--- src/hdl/tzp_pkg.sv ---
// Shared types, constants and helpers for the texture zoom pixel generator.
// No dependencies; used by the interfaces, tzp_coord, the top level and the checker.
package tzp_pkg;

	localparam int TEX_LOG2_MAX_DEF = 8;
	localparam int SCREEN_MAX_DEF   = 4096;

	localparam int FRAC_BITS  = 12;
	localparam int COORD_W    = 32;
	localparam int TEXEL_W    = 32;
	localparam int TEX_ADDR_W = 16;
	localparam int TEX_WORDS  = 65536;
	localparam int LOG2_W     = 4;
	localparam int SCR_W      = 13;
	localparam int POS_W      = 12;
	localparam int CFG_IDX_W  = 3;
	localparam int CFG_DATA_W = 32;

	localparam int LOG2_RST   = 8;
	localparam int SCR_W_RST  = 640;
	localparam int SCR_H_RST  = 480;
	localparam int STEP_RST   = 4096;

	typedef enum logic {
		ACT_WRITE = 1'b0,
		ACT_PIXEL = 1'b1
	} action_t;

	typedef enum logic [CFG_IDX_W-1:0] {
		REG_U_START  = 3'd0,
		REG_V_START  = 3'd1,
		REG_STEP_U   = 3'd2,
		REG_STEP_V   = 3'd3,
		REG_TEX_WL2  = 3'd4,
		REG_TEX_HL2  = 3'd5,
		REG_SCR_W    = 3'd6,
		REG_SCR_H    = 3'd7
	} cfg_reg_t;

	// screen position and line/frame marks of one pixel
	typedef struct packed {
		logic [POS_W-1:0] x;
		logic [POS_W-1:0] y;
		logic             eol;
		logic             eof;
	} pos_t;

	localparam logic [TEXEL_W-1:0] KEEP_AG = 32'hff00ff00;
	localparam logic [TEXEL_W-1:0] BYTE_2  = 32'h00ff0000;
	localparam logic [TEXEL_W-1:0] BYTE_0  = 32'h000000ff;

	function automatic logic [TEXEL_W-1:0] abgr_to_argb(input logic [TEXEL_W-1:0] t);
		return (t & KEEP_AG) | ((t & BYTE_2) >> 16) | ((t & BYTE_0) << 16);
	endfunction

endpackage

--- src/hdl/tzp_coord.sv ---
// Configuration registers, raster counters and Q.12 texture coordinate accumulators.
// Depends on tzp_pkg; produces the texel address and position of the next pixel.
module tzp_coord #(
	parameter int TEX_LOG2_MAX = tzp_pkg::TEX_LOG2_MAX_DEF,
	parameter int SCREEN_MAX   = tzp_pkg::SCREEN_MAX_DEF
) (
	input  logic                            clk,
	input  logic                            arst_n,
	input  logic                            cfg_we,
	input  logic [tzp_pkg::CFG_IDX_W-1:0]   cfg_index,
	input  logic [tzp_pkg::CFG_DATA_W-1:0]  cfg_data,
	input  logic                            advance,
	output logic [tzp_pkg::TEX_ADDR_W-1:0]  tex_addr,
	output tzp_pkg::pos_t                   pos
);

	localparam int CNT_W   = $clog2(SCREEN_MAX);
	localparam int CMP_W   = tzp_pkg::SCR_W + 1;
	localparam int INT_W   = tzp_pkg::COORD_W - tzp_pkg::FRAC_BITS;
	localparam int LOG2_W  = tzp_pkg::LOG2_W;
	localparam int SCR_W   = tzp_pkg::SCR_W;
	localparam int COORD_W = tzp_pkg::COORD_W;

	localparam logic [LOG2_W-1:0] LOG2_CAP = LOG2_W'(TEX_LOG2_MAX);
	localparam logic [LOG2_W-1:0] LOG2_RST = LOG2_W'((tzp_pkg::LOG2_RST > TEX_LOG2_MAX) ?
		TEX_LOG2_MAX : tzp_pkg::LOG2_RST);
	localparam logic [SCR_W-1:0]  SCR_CAP  = SCR_W'(SCREEN_MAX);
	localparam logic [SCR_W-1:0]  SW_RST   = SCR_W'((tzp_pkg::SCR_W_RST > SCREEN_MAX) ?
		SCREEN_MAX : tzp_pkg::SCR_W_RST);
	localparam logic [SCR_W-1:0]  SH_RST   = SCR_W'((tzp_pkg::SCR_H_RST > SCREEN_MAX) ?
		SCREEN_MAX : tzp_pkg::SCR_H_RST);

	function automatic logic [LOG2_W-1:0] clamp_log2(input logic [LOG2_W-1:0] v);
		return (int'(v) > TEX_LOG2_MAX) ? LOG2_CAP : v;
	endfunction

	function automatic logic [SCR_W-1:0] clamp_scr(input logic [SCR_W-1:0] v);
		logic [SCR_W-1:0] r;
		r = v;
		if (v == '0) begin
			r = SCR_W'(1);
		end else if (int'(v) > SCREEN_MAX) begin
			r = SCR_CAP;
		end
		return r;
	endfunction

	// configuration, sizes stored already clamped
	logic [COORD_W-1:0] u_start_q, v_start_q, step_u_q, step_v_q;
	logic [LOG2_W-1:0]  wl_q, hl_q;
	logic [SCR_W-1:0]   sw_q, sh_q;

	// raster state
	logic [COORD_W-1:0] u_q, v_q;
	logic [CNT_W-1:0]   col_q, row_q;

	logic [COORD_W-1:0] u_cur, v_cur;
	logic [INT_W-1:0]   ui, vi, wmask, hmask;
	logic [COORD_W-1:0] addr_full;
	logic [CMP_W-1:0]   col_inc, row_inc;
	logic               eol, eof;

	always_ff @(posedge clk or negedge arst_n) begin
		if (!arst_n) begin
			u_start_q <= '0;
			v_start_q <= '0;
			step_u_q  <= COORD_W'(tzp_pkg::STEP_RST);
			step_v_q  <= COORD_W'(tzp_pkg::STEP_RST);
			wl_q      <= LOG2_RST;
			hl_q      <= LOG2_RST;
			sw_q      <= SW_RST;
			sh_q      <= SH_RST;
		end else if (cfg_we) begin
			case (tzp_pkg::cfg_reg_t'(cfg_index))
				tzp_pkg::REG_U_START: u_start_q <= cfg_data;
				tzp_pkg::REG_V_START: v_start_q <= cfg_data;
				tzp_pkg::REG_STEP_U:  step_u_q  <= cfg_data;
				tzp_pkg::REG_STEP_V:  step_v_q  <= cfg_data;
				tzp_pkg::REG_TEX_WL2: wl_q      <= clamp_log2(cfg_data[LOG2_W-1:0]);
				tzp_pkg::REG_TEX_HL2: hl_q      <= clamp_log2(cfg_data[LOG2_W-1:0]);
				tzp_pkg::REG_SCR_W:   sw_q      <= clamp_scr(cfg_data[SCR_W-1:0]);
				tzp_pkg::REG_SCR_H:   sh_q      <= clamp_scr(cfg_data[SCR_W-1:0]);
				default: ;
			endcase
		end
	end

	always_comb begin
		u_cur     = (col_q == '0) ? u_start_q : u_q;
		v_cur     = (col_q == '0 && row_q == '0) ? v_start_q : v_q;
		wmask     = (INT_W'(1) << wl_q) - INT_W'(1);
		hmask     = (INT_W'(1) << hl_q) - INT_W'(1);
		ui        = u_cur[COORD_W-1:tzp_pkg::FRAC_BITS] & wmask;
		vi        = v_cur[COORD_W-1:tzp_pkg::FRAC_BITS] & hmask;
		addr_full = (COORD_W'(vi) << wl_q) | COORD_W'(ui);
		col_inc   = CMP_W'(col_q) + CMP_W'(1);
		row_inc   = CMP_W'(row_q) + CMP_W'(1);
		// a counter past a shrunk size ends its line or frame
		eol       = col_inc >= CMP_W'(sw_q);
		eof       = eol && (row_inc >= CMP_W'(sh_q));
	end

	assign tex_addr = addr_full[tzp_pkg::TEX_ADDR_W-1:0];
	assign pos.x    = tzp_pkg::POS_W'(col_q);
	assign pos.y    = tzp_pkg::POS_W'(row_q);
	assign pos.eol  = eol;
	assign pos.eof  = eof;

	always_ff @(posedge clk or negedge arst_n) begin
		if (!arst_n) begin
			u_q   <= '0;
			v_q   <= '0;
			col_q <= '0;
			row_q <= '0;
		end else if (advance) begin
			if (eof) begin
				col_q <= '0;
				row_q <= '0;
				u_q   <= u_start_q;
				v_q   <= v_start_q;
			end else if (eol) begin
				col_q <= '0;
				row_q <= CNT_W'(row_inc);
				u_q   <= u_start_q;
				v_q   <= v_cur + step_v_q;
			end else begin
				col_q <= CNT_W'(col_inc);
				u_q   <= u_cur + step_u_q;
				v_q   <= v_cur;
			end
		end
	end

endmodule

--- config.mk ---
export PLATFORM = sky130hd
export DESIGN_NAME = tzp_coord
export DESIGN_NICKNAME = d
export VERILOG_FILES = /design/src/hdl/tzp_pkg.sv /design/src/hdl/tzp_coord.sv
export SDC_FILE = /design/constraint.sdc
export NUM_CORES = 1
export LEC_CHECK = 0
export BUFFER_PORTS_ARGS = -buffer_cell sky130_fd_sc_hd__buf_2
export CAP_MARGIN = 30
export CORE_ASPECT_RATIO = 1.5
export CORE_MARGIN = 3
export CORE_UTILIZATION = 40
export DETAILED_ROUTE_END_ITERATION = 8
export SYNTH_ARGS = -nofsm -noshare
export SYNTH_HDL_FRONTEND = slang
export SYNTH_SLANG_ARGS = --single-unit
--- constraint.sdc ---
create_clock -name clk -period 4.23 [get_ports clk]
set_input_delay 0.423 -clock clk [delete_from_list [all_inputs] [get_ports clk]]
set_output_delay 0.423 -clock clk [all_outputs]
set_load 0.05 [all_outputs]
==> results.md, run 1 <==
* Die Width at 161.7 um
* Detail Route Antenna Nets at 0
* Mapped cell area at 0.01454 sq mm
* Register area share after synthesis at 37.95%
* Total GRT Usage at 22.27%
* R2R Setup Slk at 0.17 ns
* Vias at 12367
* Placed Cells at 2133
* Final net count at 1827
* Status: complete, no violations
* Fillers at 3397
* Antenna violations before repair at 1
* CP peak stage delay at 0.41 ns
* CP arrival at 3.72 ns
* Syn nets at 1725
* Placeable Area at 0.03542 sq mm
* Die area at 0.03872 sq mm
* Final worst-path cycle share at 97.89%
* Number of global-route vias before repair at 12567
* Sink Count at 220
* I/O Buffers at 75
* Pwr Density at 823.3 mW/mm^2
* Final Hold Fails at 0
* Area leader, netlist: dfrtp_1
* Area growth syn-to-layout at 17.20%
* Critical path's slowest cell: dfrtp_2
* Worst-skew pair later-pin latency at 0.54 ns
* Ys Warns at 0
* Worst slew pin tran at 1.004 ns
* CTS Buf Count at 24
* Fraction of registers with async set/reset at 100.0%
* GP Congestion at 0.9026
* Tot Pwr at 14.03 mW
* Leak at 7.812 nW
* R2r endpoint: v_q[16]
* Worst R2R Path Depth at 17
* Largest net degree at the start of global routing at 127
* Total congestion overflow at 0
* Relative slew slack at 33.05%
* Post-synthesis cell count at 1596
* Critical Path RT at 3.81 ns
* Worst vdd ir at 0.0006399 V
* Ant diodes at 0
* Via-per-instance ratio at 5.650
* EDFF count, synth at 0
* Die Y at 239.5 um
* RSZ-0062 raised after global routing: yes
* Initial DRC count at 839
* Flops & latches, synth at 220
* Worst Path Max Fanout at 5
* Pins Over Slew Limit at 0
* Critical Path Source Type: register
* Crit Path Category: register to primary output
* Ranking of synthesized cells by area: dfrtp_1, mux2_2, ha_1, nand2_1, o21ai_0
* Syn Area/Cell at 9.110 sq um
* DPL Wire Length at 30990 um
* Hold crit path type: input port to async pin
* Fmax at 241.5 MHz
* Num rows at 84
* Minimum clock period at 4.141 ns
* Most used cell, CP: and3_4
* Yosys top cell area share at 36.14%
* Post-route insts no fill at 2189
* Layout Skew at 0.01975 ns
* WL per Instance at 19.84 um
* FF-to-FF Start: row_q[1]
* Final setup violation count at 0
* DRC viols at 0
* Post-synth top flop: dfrtp_1
* Reg clk slew, reported paths at 0.07 ns
* Max-Cap Viols at 0
* H-tree depth at 1
* Drt pass-1 iters at 6
* Setup TNS at 0 ns
* Starting Density at 41.05%
* Crit-path cells: buf_4 -> ha_4 -> and3_1 -> and3_4 -> and3_4 -> and3_4 -> and3_1 -> ha_1 -> and4_4 -> a221oi_2 -> o31a_2 -> inv_6 -> buf_4 -> buf_6
* CP endpoint kind: primary output
* Total routed wirelength at 43430 um
* IO Count at 81
* Root buf cell: clkbuf_16
* Synth unique cells at 75
* TritonCTS clock tree: built
* CTS Buffer Depth at 3
* First-pass GRT wire length at 69070 um
* Ratio of cells with drive above 1 in the final layout at 24.42%
[worst max-delay path: cells and delay by family, from the launching register on]
family                     cells  cell delay (ns)
AOI/OAI and AO/OA              2             0.52
adders and majority gates      2             0.49
buffers and inverters          4             0.53
DFF                            1             0.41
and+or+nand+nor                6             1.20
[kinds of logic after synthesis]
kind of cell / count (synthesis) / synth area share [%]
AND/OR/NAND/NOR: 531 / 16.99
buffers and inverters: 141 / 3.718
adder cells (fa/ha/maj): 90 / 7.849
AO/OA/AOI/OAI: 382 / 16.63
multiplexers: 169 / 13.07
XOR/XNOR: 63 / 3.795
flip-flops: 220 / 37.95
[registers in the layout, indices dropped and copies added, names as in the netlist]
name       count
sh_q          13
wl_q           4
col_q         12
hl_q           4
v_q           27
u_q           27
row_q         12
step_u_q      27
step_v_q      27
sw_q          13
u_start_q     27
v_start_q     27
[synth_stat cells, types with 34 or more instances]
| master | number |
|---|---|
| dfrtp_1 | 210 |
| nand2_1 | 234 |
| clkbuf_1 | 76 |
| mux2_2 | 137 |
| nand3_1 | 39 |
| a21oi_1 | 81 |
| nor2_1 | 110 |
| xor2_1 | 34 |
| ha_1 | 88 |
| inv_1 | 51 |
| o21ai_0 | 124 |
[cell usage in the layout, fill, tap and decap left out, types with 5 or more instances in the layout]
| cell type | Yosys | layout |
|---|---|---|
| nand2_1 | 234 | 234 |
| dfrtp_1 | 210 | 208 |
| mux2_2 | 137 | 135 |
| o21ai_0 | 124 | 120 |
| nor2_1 | 110 | 108 |
| ha_1 | 88 | 84 |
| buf_4 | 2 | 84 |
| a21oi_1 | 81 | 75 |
| buf_2 | 3 | 68 |
| inv_1 | 51 | 50 |
| nand3_1 | 39 | 38 |
| xor2_1 | 34 | 34 |
| mux2i_1 | 29 | 28 |
| a21o_1 | 28 | 27 |
| nand2b_1 | 27 | 27 |
| a31oi_1 | 28 | 27 |
| xnor2_1 | 29 | 26 |
| clkbuf_16 | 0 | 24 |
| and3_1 | 27 | 22 |
| nor3_1 | 25 | 21 |
| a211oi_1 | 18 | 16 |
| nor2b_1 | 13 | 12 |
| o31ai_1 | 11 | 11 |
| o21ai_1 | 6 | 10 |
| dfstp_2 | 10 | 10 |
| o21a_1 | 9 | 9 |
| and2_1 | 10 | 9 |
| o211ai_1 | 8 | 8 |
| o21bai_1 | 8 | 8 |
| nand4_1 | 7 | 7 |
| or3_1 | 7 | 7 |
| buf_6 | 0 | 7 |
| a22oi_1 | 7 | 6 |
| o2bb2ai_1 | 6 | 6 |
| a21oi_2 | 0 | 5 |
| clkbuf_8 | 0 | 5 |
[worst max path at each step]
| stage | startpoint | endpoint | cells past startpoint |
|---|---|---|---|
| 2_1_floorplan | row_q[0] | v_q[26] | 19 |
| 3_3_place_gp | col_q[0] | u_q[26] | 20 |
| 3_5_place_dp | col_q[0] | u_q[26] | 20 |
| 4_1_cts | col_q[0] | tex_addr[11] | 13 |
| 5_1_grt | col_q[1] | u_q[26] | 20 |
| 6_report | col_q[0] | pos[1] | 14 |
[per-layer routing]
| metal | vias up | track usage, % | routed length (um) |
|---|---|---|---|
| li1 | 5893 | - | - |
| met1 | 6095 | 26.80 | 18050 |
| met2 | 301 | 40.25 | 21940 |
| met3 | 78 | 2.145 | 1540 |
| met4 | 0 | 9.855 | 1899 |
| met5 | - | 0 | 0 |
[through the flow]
step | utilization [%] | hold WS [ns] | instance area, sq um | setup slack, ns
floorplan | - | 0.1274 | 14560 | 0.01911
global placement | 44.67 | 0.4580 | 15820 | 0.02232
detailed placement | 44.67 | 0.4711 | 15820 | -0.03027
CTS | 47.42 | 0.04723 | 16790 | 0.02059
global route | 48.11 | 0.08488 | 17040 | -0.06881
finish | 48.11 | 0.003712 | 17040 | 0.08940
[power by group]
group / switching (mW) / internal (mW) / total [mW]
sequential: 0.418 / 2.70 / 3.12
clock: 0.935 / 1.33 / 2.26
combinational: 5.06 / 3.59 / 8.65
[area by class of cell]
class                           instances  area, sq um  share of cell area [%]
Multi-Input combinational cell       1235         8737                   51.27
Sequential cell                       220         5520                   32.40
Timing Repair Buffer                  165         1147                   6.733
Clock buffer                           32        680.7                   3.994
Tap cell                              473        591.8                   3.473
Inverter                               52        200.2                   1.175
Clock inverter                         12        162.7                  0.9545
[what timing repair did]
item / in CTS / in global routing
buffers inserted: 6 / 6
pin swaps: 2 / 7
resized for setup: 21 / 53
endpoints found under the setup margin: 9 / 32
hold buffers: 0 / 0
No activity file was read; power rests on OpenSTA's default activity.
==> run 2, diff against run 1 <==
Settings changed: CTS_BUF_LIST set to sky130_fd_sc_hd__clkbuf_4 sky130_fd_sc_hd__clkbuf_8, PLACE_DENSITY_LB_ADDON set to 0.3.
==> results.md, run 2 (synthesized netlist as in run 1, its figures left out) <==
* DPL Wire Length at 30930 um (was 30990 um)
* DRC viols at 0 (unchanged)
* Max-Cap Viols at 0 (unchanged)
* Sink Count at 220 (unchanged)
* Final worst slack at 0.1001 ns (was 0.08940 ns)
* Internal at 7.611 mW (was 7.620 mW)
* Relative slew slack at 33.97% (was 33.05%)
* Critical Path Source Type: register (unchanged)
* Drt pass-1 iters at 6 (unchanged)
* Crit Path Category: register to primary output (unchanged)
* Starting Density at 41.05% (unchanged)
* Tot Pwr at 14.10 mW (was 14.03 mW)
* CP peak stage delay at 0.52 ns (was 0.41 ns)
* Via-per-instance ratio at 5.686 (was 5.650)
* Layout Skew at 0.02003 ns (was 0.01975 ns)
* Total congestion overflow at 0 (unchanged)
* Commonest cells after routing, fill and taps aside: nand2_1, dfrtp_1, mux2_2 (unchanged)
* Antenna violations before repair at 2 (was 1)
* R2r endpoint: v_q[20] (was v_q[16])
* Critical Path RT at 3.81 ns (about the same)
* TritonCTS clock tree: built (unchanged)
* Hold_sp: cfg_data[20]
* Die Y at 239.5 um (unchanged)
* Clock power share at 15.0% (was 16.1%)
* Placeable Area at 0.03542 sq mm (unchanged)
* Logic pwr share at 63.1% (was 61.6%)
* Pins Over Slew Limit at 0 (unchanged)
* Final Core Density at 48.40% (was 48.11%)
* First-pass GRT wire length at 68150 um (was 69070 um)
* FF-to-FF Start: row_q[0] (was row_q[1])
* Worst hold endpoint: step_u_q[20]
* Sw Ratio at 46.03% (was 45.69%)
* H-tree depth at 2 (was 1)
* Worst R2R Path Depth at 19 (was 17)
* Leak at 7.874 nW (was 7.812 nW)
* Hold-critical path depth at 2
* Die Width at 161.7 um (unchanged)
* Post-route cell area at 0.01714 sq mm (was 0.01704 sq mm)
* Total routed wirelength at 43670 um (was 43430 um)
* Critical path's slowest cell: mux4_2 (was dfrtp_2)
* Root buf cell: clkbuf_8 (was clkbuf_16)
* Worst slew pin tran at 0.9829 ns (was 1.004 ns)
* Total GRT Usage at 22.12% (was 22.27%)
* Minimum clock period at 4.130 ns (was 4.141 ns)
* Final worst-path cycle share at 97.63% (was 97.89%)
* Placed cell area at 0.01589 sq mm (was 0.01582 sq mm)
* Crit-path cells: inv_1 -> ha_1 -> nor4b_4 -> nand3_4 -> nor2_4 -> buf_12 -> buf_12 -> mux2_2 -> and2_1 -> mux2i_2 -> mux2i_2 -> mux4_2 -> buf_6 (was buf_4 -> ha_4 -> and3_1 -> and3_4 -> and3_4 -> and3_4 -> and3_1 -> ha_1 -> and4_4 -> a221oi_2 -> o31a_2 -> inv_6 -> buf_4 -> buf_6)
* GP Congestion at 0.9447 (was 0.9026)
* Psw at 6.491 mW (was 6.410 mW)
* Hold crit path type: input port to register (was input port to async pin)
* Detail Route Antenna Nets at 0 (unchanged)
* Worst Path Max Fanout at 5 (unchanged)
* WL per Instance at 19.67 um (was 19.84 um)
* Fmax at 242.1 MHz (was 241.5 MHz)
* IO Count at 81 (unchanged)
* Vias at 12622 (was 12367)
* Number of global-route vias before repair at 12677 (was 12567)
* Num rows at 84 (unchanged)
* Commonest non-fill, non-tap cell in the layout: nand2_1 (unchanged)
* I/O Buffers at 75 (unchanged)
* CP endpoint kind: primary output (unchanged)
* Initial DRC count at 698 (was 839)
* Ratio of cells with drive above 1 in the final layout at 25.95% (was 24.42%)
* Worst-skew pair later-pin latency at 0.57 ns (was 0.54 ns)
* Worst vdd ir at 0.0006944 V (was 0.0006399 V)
* Die area at 0.03872 sq mm (unchanged)
* Reg clk slew, reported paths at 0.06 ns (was 0.07 ns)
* Area growth syn-to-layout at 17.90% (was 17.20%)
* Final net count at 1847 (was 1827)
* Setup TNS at 0 ns (unchanged)
* CP arrival at 3.71 ns (was 3.72 ns)
* Final Hold Fails at 0 (unchanged)
* R2R Setup Slk at 0.17 ns (about the same)
* CTS Buffer Depth at 3 (unchanged)
* Largest net degree at the start of global routing at 113 (was 127)
* DP Worst Slack at -0.06238 ns (was -0.03027 ns)
* CTS Buf Count at 38 (was 24)
* Seq pwr share at 22.0% (was 22.3%)
* Pwr Density at 822.7 mW/mm^2 (was 823.3 mW/mm^2)
* Final setup violation count at 0 (unchanged)
* Status: complete, no violations (unchanged)
[run 2: worst max-delay path: cells and delay by family (launching register included)]
| kind | cells | cell delay, ns |
|---|---|---|
| muxes | 4 | 1.26 |
| and+or+nand+nor | 4 | 0.83 |
| adders and majority gates | 1 | 0.17 |
| buffers and inverters | 4 | 0.50 |
| DFF | 1 | 0.37 |
[run 2: worst max path at each step]
stage	from	end	slack, ns
floorplan	row_q[0]	v_q[26]	0.02
global placement	row_q[0]	v_q[19]	-0.06
detailed placement	row_q[0]	v_q[19]	-0.06
CTS	row_q[0]	v_q[26]	0.002
global route	row_q[1]	v_q[19]	-0.06
finish	row_q[0]	tex_addr[11]	0.10
[run 2: layer usage]
metal / wire length (um) / share of wire [%] / global-route usage, % / vias to the layer above
met1: 17290 / 40 / 25.45 / 6213
li1: - / - / - / 5942
met5: 9 / 0.021 / 0 / -
met4: 1891 / 4.3 / 10.04 / 2
met2: 22630 / 52 / 40.66 / 346
met3: 1851 / 4.2 / 2.958 / 119
[run 2: power by group through the flow]
| stage | logic, mW | registers (mW) | clock network, mW |
|---|---|---|---|
| 2_1_floorplan | 5.96 | 3.14 | 0 |
| 3_3_place_gp | 8.31 | 3.09 | 0 |
| 3_5_place_dp | 8.40 | 3.12 | 0 |
| 4_1_cts | 8.57 | 3.08 | 2.17 |
| 5_1_grt | 9.76 | 3.16 | 2.25 |
| 6_report | 8.89 | 3.10 | 2.11 |
[run 2: cell type report]
| cell class | instances | area, sq um |
|---|---|---|
| sequential | 220 | 5520 |
| timing repair buffer | 171 | 1271 |
| tap | 473 | 591.8 |
| antenna | 1 | 2.502 |
| fill | 3374 | 18280 |
| multi-input combinational | 1235 | 8740 |
| clock buffer | 63 | 760.7 |
| inverter | 52 | 202.7 |
| clock inverter | 5 | 52.55 |
[run 2: per-stage QoR]
stage / hold WS (ns) / std cells
finish: 0.1515 / 2220
CTS: 0.1070 / 2213
detailed placement: 0.4058 / 2137
floorplan: 0.1274 / 1596
global placement: 0.3999 / 2137
global route: 0.1416 / 2220
[run 2: what timing repair did]
item                                    4_1_cts  5_1_grt
resized for setup                            22       47
setup buffers                                 7        4
hold buffers                                  1        0
hold endpoints to repair                     61        0
pin swaps                                     2        5
endpoints found under the setup margin       14       32
cloned                                        0        2
==> run 3, diff against run 2 <==
Settings changed: BUFFER_PORTS_ARGS -buffer_cell sky130_fd_sc_hd__buf_2 to -buffer_cell sky130_fd_sc_hd__clkbuf_2.
==> results.md, run 3 (synthesized netlist as in run 1, its figures left out) <==
* DP Worst Slack at 0.06259 ns (was -0.06238 ns)
* Max-Cap Viols at 0 (unchanged)
* Leak at 7.957 nW (was 7.874 nW)
* Drt pass-1 iters at 5 (was 6)
* DPL Wire Length at 31390 um (was 30930 um)
* Minimum clock period at 4.098 ns (was 4.130 ns)
* Worst vdd ir at 0.0006720 V (was 0.0006944 V)
* Crit Path Category: register to primary output (unchanged)
* Ratio of cells with drive above 1 in the final layout at 26.83% (was 25.95%)
* Worst slew pin tran at 0.9844 ns (was 0.9829 ns)
* FF-to-FF Start: col_q[0] (was row_q[0])
* Antenna violations before repair at 1 (was 2)
* Layout Skew at 0.04476 ns (was 0.02003 ns)
* Commonest cells after routing, fill and taps aside: nand2_1, dfrtp_1, mux2_2 (unchanged)
* Worst-skew pair later-pin latency at 0.59 ns (was 0.57 ns)
* Critical Path Source Type: register (unchanged)
* Vias at 12621 (was 12622)
* IO Count at 81 (unchanged)
* H-tree depth at 2 (unchanged)
* Root buf cell: clkbuf_8 (unchanged)
* Tot Pwr at 14.45 mW (was 14.10 mW)
* Post-route insts no fill at 2226 (was 2220)
* Hold_sp: cfg_data[26] (was cfg_data[20])
* Starting Density at 41.05% (unchanged)
* R2R Setup Slk at 0.16 ns (was 0.17 ns)
* RSZ-0062 raised after global routing: yes
* Post-route cell area at 0.01739 sq mm (was 0.01714 sq mm)
* CTS Buf Count at 37 (was 38)
* Placeable Area at 0.03542 sq mm (unchanged)
* Reg clk slew, reported paths at 0.07 ns (was 0.06 ns)
* Final setup violation count at 0 (unchanged)
* Total congestion overflow at 0 (unchanged)
* Setup TNS at 0 ns (unchanged)
* Area growth syn-to-layout at 19.58% (was 17.90%)
* First-pass GRT wire length at 69470 um (was 68150 um)
* Die Width at 161.7 um (unchanged)
* Worst hold endpoint: step_v_q[26] (was step_u_q[20])
* CP endpoint kind: primary output (unchanged)
* Number of global-route vias before repair at 12965 (was 12677)
* Num rows at 84 (unchanged)
* Hold-critical path depth at 2 (unchanged)
* Setup crit start: col_q[0] (was row_q[0])
* WL per Instance at 19.76 um (was 19.67 um)
* Pwr Density at 830.9 mW/mm^2 (was 822.7 mW/mm^2)
* Commonest non-fill, non-tap cell in the layout: nand2_1 (unchanged)
* I/O Buffers at 75 (unchanged)
* GP Congestion at 0.9350 (was 0.9447)
* Final worst-path cycle share at 96.89% (was 97.63%)
* CP arrival at 3.68 ns (was 3.71 ns)
* Die area at 0.03872 sq mm (unchanged)
* Placed Cells at 2134 (was 2137)
* Via-per-instance ratio at 5.670 (was 5.686)
* DRC viols at 0 (unchanged)
* Final Hold Fails at 0 (unchanged)
* Worst R2R Path Depth at 17 (was 19)
* Placed cell area at 0.01587 sq mm (was 0.01589 sq mm)
* Pins Over Slew Limit at 0 (unchanged)
* Hold crit path type: input port to register (unchanged)
* Relative slew slack at 34.37% (was 33.97%)
* Total routed wirelength at 43980 um (was 43670 um)
* Critical Path RT at 3.81 ns (about the same)
* Final net count at 1853 (was 1847)
* Detail Route Antenna Nets at 0 (unchanged)
* Initial DRC count at 709 (was 698)
* Die Y at 239.5 um (unchanged)
* R2r endpoint: v_q[16] (was v_q[20])
* Status: complete, no violations (unchanged)
* Total GRT Usage at 22.52% (was 22.12%)
* TritonCTS clock tree: built (unchanged)
* Worst Path Max Fanout at 5 (unchanged)
* CTS Buffer Depth at 3 (unchanged)
* Sink Count at 220 (unchanged)
* Fmax at 244.0 MHz (was 242.1 MHz)
* Largest net degree at the start of global routing at 120 (was 113)
* Final worst slack at 0.1317 ns (was 0.1001 ns)
run 3: cell types whose count changed in the layout (fill, tap and decap cells not counted), moves of 3 or more:
cell,previous run,this run
buf_2,69,1
clkbuf_2,0,64
buf_4,86,96
clkbuf_4,17,9
bufinv_16,1,6
a21oi_2,3,6
clkbuf_8,46,43
clkinv_2,3,6
mux2_2,137,134
mux2_4,0,3
o21ai_0,119,116
run 3: repair_timing:
item                                    CTS  global route
endpoints found under the hold margin    69             0
pin swaps                                 3            15
setup buffers                             6            15
resized for setup                        25            73
endpoints found under the setup margin    9            27
cloned                                    1             1
hold buffers                              1             0
run 3: final cells by class:
type	instances	area (sq um)
Sequential cell	220	5522
Inverter	52	200.2
Antenna cell	1	2.502
Clock inverter	15	246.5
Multi-Input combinational cell	1235	8823
Fill cell	3341	18030
Tap cell	473	591.8
Clock buffer	52	659.4
Timing Repair Buffer	178	1340
run 3: how the worst max path moves through the flow:
stage,to,slack (ns),depth (start not counted)
3_5_place_dp,u_q[26],0.06,20
5_1_grt,u_q[26],-0.05,20
6_report,tex_addr[11],0.13,13
2_1_floorplan,v_q[26],0.02,19
4_1_cts,tex_addr[6],0.005,14
3_3_place_gp,v_q[12],0.13,16
run 3: worst max-delay path, cell delays in order, from the launching register on:
cell	delay (ns)
dfrtp_2	0.42
inv_2	0.06
ha_2	0.16
nor4b_4	0.22
nand3_2	0.17
nor2_4	0.24
buf_12	0.16
mux2_4	0.32
buf_4	0.16
and2_4	0.18
mux2i_4	0.16
mux2i_2	0.12
mux4_2	0.52
buf_8	0.17
run 3: power breakdown:
group / total [mW] / internal [mW] / switching (mW)
clock network: 2.36 / 1.39 / 0.971
logic: 8.97 / 3.75 / 5.23
registers: 3.11 / 2.71 / 0.406
total: 14.4 / 7.84 / 6.60
run 3: per-stage QoR:
step	hold slack (ns)	utilization [%]
after floorplan	0.1274	-
after global placement	0.4565	44.82
after detailed placement	0.4678	44.82
after CTS	0.1206	47.93
after global routing	0.1562	49.09
final	0.1842	49.09
run 3: routing by layer:
layer / GRT usage [%] / share of wire (%) / wire length (um) / up-vias
met5: 0 / 0 / 0 / -
met4: 11.02 / 5.5 / 2397 / 0
met3: 2.855 / 4.1 / 1825 / 112
met2: 41.76 / 51 / 22590 / 318
met1: 25.35 / 39 / 17160 / 6241
li1: - / - / - / 5950
